<file path="config.mk">
export PLATFORM = sky130hd
export DESIGN_NAME = prc_ctrl
export DESIGN_NICKNAME = d
export VERILOG_FILES = /design/src/rtl/core/prc_pkg.sv /design/src/rtl/core/prc_ctrl.sv
export SDC_FILE = /design/constraint.sdc
export NUM_CORES = 1
export LEC_CHECK = 0
export ABC_CLOCK_PERIOD_IN_PS = 2000
export BUFFER_PORTS_ARGS = -buffer_cell sky130_fd_sc_hd__buf_2
export CAP_MARGIN = 20
export CORE_ASPECT_RATIO = 1.4
export CORE_MARGIN = 8
export CORE_UTILIZATION = 30
export DETAILED_ROUTE_END_ITERATION = 10
export PLACE_DENSITY = 0.49
export SYNTH_ARGS = -nofsm -noshare
export SYNTH_HDL_FRONTEND = slang
export SYNTH_SLANG_ARGS = --single-unit
</file>
<file path="constraint.sdc">
create_clock -name clk -period 2 [get_ports clk]
set_input_delay 0.3 -clock clk [delete_from_list [all_inputs] [get_ports clk]]
set_output_delay 0.3 -clock clk [all_outputs]
set_load 0.005 [all_outputs]
</file>
<file path="src/rtl/core/prc_pkg.sv">
// ----------------------------------------------------------------------------
// prc_pkg
// Shared types and constants for the polygon ring centroid block.
// ----------------------------------------------------------------------------
package prc_pkg;

    localparam int XY_W   = 16;
    localparam int REL_W  = 17;
    localparam int SUM_W  = 18;
    localparam int OUT_W  = 24;
    localparam int CNT_W  = 11;
    localparam int AREA_W = 46;
    localparam int MOM_W  = 64;
    localparam int CSUM_W = 27;
    localparam int MIN_W  = 20;
    localparam int D_W    = 35;
    localparam int DLO_W  = 18;
    localparam int MUL_W  = 19;
    localparam int PROD_W = 38;
    localparam int DIVN_W = 72;
    localparam int DIVD_W = 48;
    localparam int QCL_W  = 26;
    localparam int QC_W   = 28;
    localparam int FRAC_W = 8;

    localparam logic signed [QC_W-1:0] SAT_HI = 28'sd8388607;
    localparam logic signed [QC_W-1:0] SAT_LO = -28'sd8388608;

    typedef enum logic [1:0] {
        KIND_EMPTY  = 2'd0,
        KIND_SINGLE = 2'd1,
        KIND_AREA   = 2'd2,
        KIND_DEGEN  = 2'd3
    } kind_t;

    typedef enum logic [4:0] {
        ST_IDLE, ST_CHECK, ST_P1, ST_P2, ST_D, ST_M1, ST_M2, ST_M3, ST_M4, ST_M5,
        ST_FIN, ST_DIVX_GO, ST_DIVX_RUN, ST_DIVY_GO, ST_DIVY_RUN, ST_PUBLISH
    } state_t;

    typedef enum logic [4:0] {
        OP_NONE, OP_LOAD, OP_EMPTY, OP_SKIP, OP_FIRST, OP_REL,
        OP_P1, OP_P2, OP_D, OP_M1, OP_M2, OP_M3, OP_M4, OP_M5,
        OP_FIN, OP_DIV_X, OP_DIV_Y, OP_RES_X, OP_RES_Y, OP_PUBLISH
    } op_t;

    typedef struct packed {
        op_t op;
    } cmd_t;

    typedef struct packed {
        logic empty;
        logic last;
        logic full;
        logic seen_zero;
        logic seen_le1;
        logic div_busy;
        logic out_busy;
    } status_t;

endpackage

</file>
<file path="src/rtl/core/prc_ctrl.sv">
// ----------------------------------------------------------------------------
// prc_ctrl
// Sequencer for vertex accumulation, final division and result hand-off.
// ----------------------------------------------------------------------------
module prc_ctrl import prc_pkg::*;
(
    input  logic    clk,
    input  logic    rst_n,
    input  logic    in_valid,
    output logic    in_ready,
    input  status_t status,
    output cmd_t    cmd
);

    state_t state_reg, state_next;

    always_ff @(posedge clk or negedge rst_n)
    begin
        if (!rst_n)
            state_reg <= ST_IDLE;
        else
            state_reg <= state_next;
    end

    always_comb
    begin
        state_next = state_reg;
        case (state_reg)
            ST_IDLE:     if (in_valid) state_next = ST_CHECK;
            ST_CHECK:
            begin
                if (status.empty)
                    state_next = ST_PUBLISH;
                else if (status.full || status.seen_zero)
                    state_next = status.last ? ST_FIN : ST_IDLE;
                else
                    state_next = ST_P1;
            end
            ST_P1:       state_next = ST_P2;
            ST_P2:       state_next = ST_D;
            ST_D:        state_next = ST_M1;
            ST_M1:       state_next = ST_M2;
            ST_M2:       state_next = ST_M3;
            ST_M3:       state_next = ST_M4;
            ST_M4:       state_next = ST_M5;
            ST_M5:       state_next = status.last ? ST_FIN : ST_IDLE;
            ST_FIN:      state_next = status.seen_le1 ? ST_PUBLISH : ST_DIVX_GO;
            ST_DIVX_GO:  state_next = ST_DIVX_RUN;
            ST_DIVX_RUN: if (!status.div_busy) state_next = ST_DIVY_GO;
            ST_DIVY_GO:  state_next = ST_DIVY_RUN;
            ST_DIVY_RUN: if (!status.div_busy) state_next = ST_PUBLISH;
            ST_PUBLISH:  if (!status.out_busy) state_next = ST_IDLE;
            default:     state_next = ST_IDLE;
        endcase
    end

    always_comb
    begin
        in_ready = 1'b0;
        cmd.op   = OP_NONE;
        case (state_reg)
            ST_IDLE:
            begin
                in_ready = 1'b1;
                if (in_valid)
                    cmd.op = OP_LOAD;
            end
            ST_CHECK:
            begin
                if (status.empty)
                    cmd.op = OP_EMPTY;
                else if (status.full)
                    cmd.op = OP_SKIP;
                else if (status.seen_zero)
                    cmd.op = OP_FIRST;
                else
                    cmd.op = OP_REL;
            end
            ST_P1:       cmd.op = OP_P1;
            ST_P2:       cmd.op = OP_P2;
            ST_D:        cmd.op = OP_D;
            ST_M1:       cmd.op = OP_M1;
            ST_M2:       cmd.op = OP_M2;
            ST_M3:       cmd.op = OP_M3;
            ST_M4:       cmd.op = OP_M4;
            ST_M5:       cmd.op = OP_M5;
            ST_FIN:      cmd.op = OP_FIN;
            ST_DIVX_GO:  cmd.op = OP_DIV_X;
            ST_DIVX_RUN: if (!status.div_busy) cmd.op = OP_RES_X;
            ST_DIVY_GO:  cmd.op = OP_DIV_Y;
            ST_DIVY_RUN: if (!status.div_busy) cmd.op = OP_RES_Y;
            ST_PUBLISH:  if (!status.out_busy) cmd.op = OP_PUBLISH;
            default:     cmd.op = OP_NONE;
        endcase
    end

endmodule

</file>
==> flow_summary_export.csv, run 1 <==
group,metric,value,unit
outcome,run_status,"complete, no violations",
detailed_routing,wirelength,1.78,mm
setup_path,rrSetupSlack,0.15,ns
power_and_ir_drop,ir_drop,694,uV
sta,clock_skew,0.00396,ns
sta,slew_headroom,0.736,
detailed_routing,vias_per_cell,5.35,
setup_path,cp_data_required_time,1.70,ns
setup_path,crit_family,"flip-flops",
global_route,gr-total-overflow,0,
cts,cts_tree,"done",
placement,dp_hpwl,1.39,mm
power_and_ir_drop,power_density,1730,nW/um2
global_route,grt_start_max_net_pins,15,
floorplanning,initial_core_util,0.315,
cells_and_area,fin_util,0.436,
logic_synthesis,synthesis.nets,94,
floorplanning,io_pins,16,
setup_path,arrival,1.63,ns
global_route,antenna_found_initial,0,
cts,cts_max_level,1,
global_route,grt_pass1_vias,681,
floorplanning,die-width,54.2,um
setup_path,r2r-end,"state_reg[3]",
logic_synthesis,synthFlopType,"dfrtp_1",
power_and_ir_drop,leakage,0.399,nW
floorplanning,die_y,69.5,um
setup_path,crit_chain,"buf_6, ha_4, nor2_4, nand2_1, a222oi_1, nor2_1, buf_2",
cts,clock_latency,0.23,ns
sta,slew_violations,0,
logic_synthesis,synth_area_per_cell,7.98,um2
setup_path,reg2regPathDepth,10,
sta,tightestPinTransition,0.394,ns
setup_path,worstSetupPathType,"reg -> out",
setup_path,timing.rr.start,"state_reg[2]",
logic_synthesis,ys_seq_elements,4,
cts,clock_path_buffers,2,
setup_path,critPathCaptureType,"output port",
logic_synthesis,ys_async_sr_fraction,1.00,
cts,cts.clk_slew.worst_paths,0.04,ns
sta,min_period,1.93,ns
sta,tns,0,ns
cells_and_area,largest_reg_flops,4,
cells_and_area,drive_gt1_frac,0.451,
floorplanning,die-area,3770,um2
run,maxCapViolations,0,
detailed_routing,drc,0,
setup_path,crit_slowest_cell,"dfrtp_2",
logic_synthesis,yosys.area.top_type_share,0.163,
setup_path,cp-start-kind,"register",
detailed_routing,firstDrtPassIters,4,
sta,finalHoldViolCount,0,
detailed_routing,drt_iter0_markers,14,
sta,fin_crit_sh,0.967,
logic_synthesis,yosys.area.top_type,"dfrtp_1",
logic_synthesis,synthTopCellsByCount,"nor2_1 (8), ha_1 (7), inv_1 (6)",
cts,cts_buffers,3,
detailed_routing,vias,658,
placement,place_congestion,0.786,
cts,cts_root_buf,"clkbuf_4",
logic_synthesis,yosysWarnings,0,
cts,cts.sinks,4,
cells_and_area,final_area,851,um2
sta,rsz0062_at_grt,"true",
sta,fmax,0.517,GHz
logic_synthesis,ys_types,33,
cells_and_area,area_growth,38.5,%
floorplanning,coreArea,1950,um2
sta,setup_viol,0,
logic_synthesis,seq_area_frac_synth,0.163,
placement,placed_area,708,um2
logic_synthesis,synth_edf_count,0,
cells_and_area,nNetsFinal,121,
logic_synthesis,yosysMostFrequentCell,"nor2_1",
logic_synthesis,synth_area,614,um2
detailed_routing,drt-wirelength-per-cell,14.5,um
cells_and_area,diodes,0,
floorplanning,fp-row-count,19,
hold_path,min_path_type,"in -> async",
setup_path,path_max_fanout,4,
placement,buffer_ports.inserted,15,
setup_path,slowest_delay,0.43,ns
global_route,grt_pass1_wl,2.80,mm
setup_path,crit_buf_inv,2,
logic_synthesis,ys_top_cells_by_area,"dfrtp_1 (16%), ha_1 (14%), nor2_1 (4.9%), nand2b_1 (4.1%), buf_6 (3.7%)",
global_route,grt_use_total,0.0918,
detailed_routing,postRouteAntennaNets,0,
logic_synthesis,syn_inst,77,
[cell usage in the layout, fill, tap and decap left out, types with 3 or more instances in the layout]
cell type	count
ha_1	3
ha_4	3
inv_1	4
a21oi_1	4
o22ai_1	3
nand2b_1	4
o31ai_1	3
dfrtp_2	4
nor2_1	7
o21ai_1	3
nand2_1	3
clkbuf_4	3
buf_2	15
o21ai_0	3
buf_4	9
[routing by layer]
metal / global-route usage / up-vias / share of wire
met3: 0.0150 / 4 / 0.068
met4: 0.0467 / 0 / 0.020
met1: 0.0911 / 303 / 0.37
met5: 0 / - / 0
met2: 0.166 / 22 / 0.55
li1: - / 329 / -
[logic make-up after synthesis]
| family | synth area share |
|---|---|
| compound gates | 0.301 |
| fa+ha+maj | 0.143 |
| buf+inv | 0.0977 |
| flops | 0.163 |
| mux | 0.0326 |
| simple gates | 0.263 |
[worst max-delay path by stage]
| stage | start | to | slack [ns] | depth (start not counted) |
|---|---|---|---|---|
| floorplan | state_reg[2] | cmd[0] | 0.41 | 5 |
| finish | state_reg[2] | cmd[0] | 0.07 | 7 |
| global placement | state_reg[2] | cmd[0] | 0.18 | 7 |
| detailed placement | state_reg[2] | cmd[0] | 0.14 | 7 |
| CTS | state_reg[2] | cmd[0] | 0.0003 | 7 |
| global route | state_reg[2] | cmd[0] | -0.04 | 7 |
[timing repair]
| action | in CTS | in global routing |
|---|---|---|
| gates resized for setup | 6 | 13 |
| endpoints found under the hold margin | 4 | 0 |
| hold buffers | 1 | 0 |
| setup endpoints to repair | 3 | 4 |
| buffers inserted | 5 | 1 |
| pin swaps | 2 | 3 |
[final cells by class]
cell class	count	area, um2
Tap cell	21	26.3
Multi-Input combinational cell	63	510
Clock buffer	3	22.5
Sequential cell	4	105
Fill cell	202	1100
Timing Repair Buffer	26	164
Inverter	6	22.5
[through the flow]
step	setup slack (ns)	power [mW]	hold WS, ns	cells
detailed placement	0.144	1.11	0.107	113
finish	0.0654	1.47	0.398	123
global route	-0.0403	1.63	0.420	123
floorplan	0.411	0.867	0.00441	77
CTS	0.000274	1.35	0.398	122
global placement	0.178	1.13	0.109	113
[power by group]
group | internal [mW] | switching (mW) | total (mW)
Clock | 0.0670 | 0.0309 | 0.0979
Sequential | 0.133 | 0.102 | 0.235
Combinational | 0.604 | 0.538 | 1.14
(Power assumes the default switching activity.)
==> inputs of run 2 (changes only) <==
--- a/config.mk
+++ b/config.mk
@@ -14,4 +14,6 @@
 export DETAILED_ROUTE_END_ITERATION = 10
 export PLACE_DENSITY = 0.49
+export SETUP_SLACK_MARGIN = 0.4
+export SLEW_MARGIN = 20
 export SYNTH_ARGS = -nofsm -noshare
 export SYNTH_HDL_FRONTEND = slang
==> constraint.sdc (replaced) <==
create_clock -name clk -period 2 [get_ports clk]
set_input_delay 0 -clock clk [delete_from_list [all_inputs] [get_ports clk]]
set_output_delay 0 -clock clk [all_outputs]
set_load 0.005 [all_outputs]
==> run 2 against run 1 <==
- combinational power barely moved
- utilization fell by 0.26 points
- register-to-register slack improved by 0.22 ns
- critical path type unchanged
==> flow_summary_export.csv, run 2 (same netlist as run 1, synthesis figures left out) <==
group,metric,value,unit
outcome,run_status,"complete, no violations",
detailed_routing,postRouteAntennaNets,0,
placement,place_congestion,0.830,
cts,cts_root_buf,"clkbuf_4",
power_and_ir_drop,ir_drop,1120,uV
global_route,use_met2,0.182,
floorplanning,coreArea,1950,um2
global_route,top_usage_layer,"met2",
cells_and_area,fill_cells,204,
floorplanning,fp-row-count,19,
cells_and_area,regArea,103,um2
global_route,grt_pass1_wl,2.93,mm
detailed_routing,drt-wirelength-per-cell,14.7,um
sta,tns,0,ns
cells_and_area,area_growth,37.7,%
sta,finalHoldViolCount,0,
cells_and_area,nNetsFinal,119,
placement,dp.cells,111,
sta,tightestPinTransition,0.352,ns
detailed_routing,vias_per_cell,5.45,
global_route,gr-total-overflow,0,
setup_path,arrival,1.63,ns
cells_and_area,fin_util,0.434,
floorplanning,die_y,69.5,um
setup_path,reg2regPathDepth,6,
cells_and_area,diodes,0,
cells_and_area,largest_reg_flops,4,
run,maxCapViolations,0,
placement,dp_hpwl,1.36,mm
cts,clock_path_buffers,2,
global_route,grt_start_max_net_pins,19,
global_route,grt_use_total,0.0978,
cells_and_area,final_common_cell,"buf_2",
power_and_ir_drop,leakage,0.395,nW
detailed_routing,vias,659,
power_and_ir_drop,power_density,1720,nW/um2
global_route,grt_pass1_vias,706,
cts,cts_max_level,1,
floorplanning,die-area,3770,um2
sta,clock_skew,0.00388,ns
cells_and_area,final_cell_mix,"buf_2 (15), nor2_1 (7), buf_4 (6)",
cts,clock_latency,0.23,ns
sta,min_period,1.63,ns
setup_path,cp-start-kind,"register",
cells_and_area,multi_input_area,517,um2
sta,slew_violations,0,
sta,setup_viol,0,
hold_path,min_path_type,"in -> async",
placement,buffer_ports.inserted,15,
sta,slew_headroom,0.764,
cts,cts_buffers,3,
detailed_routing,drt_iter0_markers,19,
setup_path,worstSetupPathType,"reg -> out",
global_route,use_met3,0.0365,
floorplanning,io_pins,16,
cts,cts.clk_slew.worst_paths,0.04,ns
detailed_routing,drc,0,
detailed_routing,wirelength,1.78,mm
setup_path,rrSetupSlack,0.37,ns
floorplanning,die-width,54.2,um
cells_and_area,fin_cells,121,
global_route,met1_usage,0.0935,
setup_path,cp_data_required_time,2.00,ns
sta,rsz0062_at_grt,"true",
detailed_routing,firstDrtPassIters,4,
cts,cts.sinks,4,
sta,fin_crit_sh,0.816,
global_route,antenna_found_initial,0,
setup_path,critPathCaptureType,"output port",
cells_and_area,drive_gt1_frac,0.410,
cts,cts_tree,"done",
floorplanning,initial_core_util,0.315,
sta,fmax,0.612,GHz
setup_path,path_max_fanout,6,
run 2: final cells by class:
cell class / instances / share of cell area
clock buffer: 3 / 0.0266
inverter: 6 / 0.0296
multi-input combinational: 63 / 0.611
sequential: 4 / 0.121
tap: 21 / 0.0311
timing repair buffer: 24 / 0.180
run 2: path summary, 6_finish.rpt:
path,end,from
max reg2reg,state_reg[1],state_reg[2]
max,cmd[1],state_reg[2]
min reg2reg,state_reg[2],state_reg[2]
max in group asynchronous,state_reg[2],rst_n
min in group clk,state_reg[0],in_valid
min,state_reg[1],rst_n
run 2: through the flow:
step	power (mW)	area [um2]	worst slack, ns	hold WS [ns]
final	1.45	846	0.367	0.100
after global routing	1.58	846	0.283	0.123
after CTS	1.37	803	0.390	0.0988
after detailed placement	1.10	693	0.139	-0.189
after global placement	1.11	693	0.178	-0.188
after floorplan	0.867	614	0.451	-0.296
run 2: worst max-delay path, stage by stage (launching register included):
cell	delay, ns
dfrtp_2	0.44
ha_2	0.24
buf_4	0.16
nand2b_4	0.06
a211o_1	0.26
a21oi_1	0.13
buf_2	0.12
run 2: per-layer routing:
metal | routed length [um] | vias to the layer above | part of all wire
met1 | 638 | 308 | 0.36
met5 | 0 | - | 0
li1 | - | 328 | -
met2 | 1010 | 23 | 0.56
met4 | 0 | 0 | 0
met3 | 136 | 0 | 0.076
run 2: what timing repair did:
item / CTS / global route
hold buffers: 1 / 0
pin swaps: 0 / 2
endpoints found under the hold margin: 4 / 0
setup buffers: 4 / 2
gates resized for setup: 14 / 6
setup endpoints to repair: 8 / 6
run 2: report_power, final:
group          switching (mW)  total, mW  leakage, nW  internal, mW
registers               0.115      0.244       0.0463         0.129
logic                   0.546       1.11        0.335         0.565
clock network          0.0300     0.0969       0.0138        0.0669
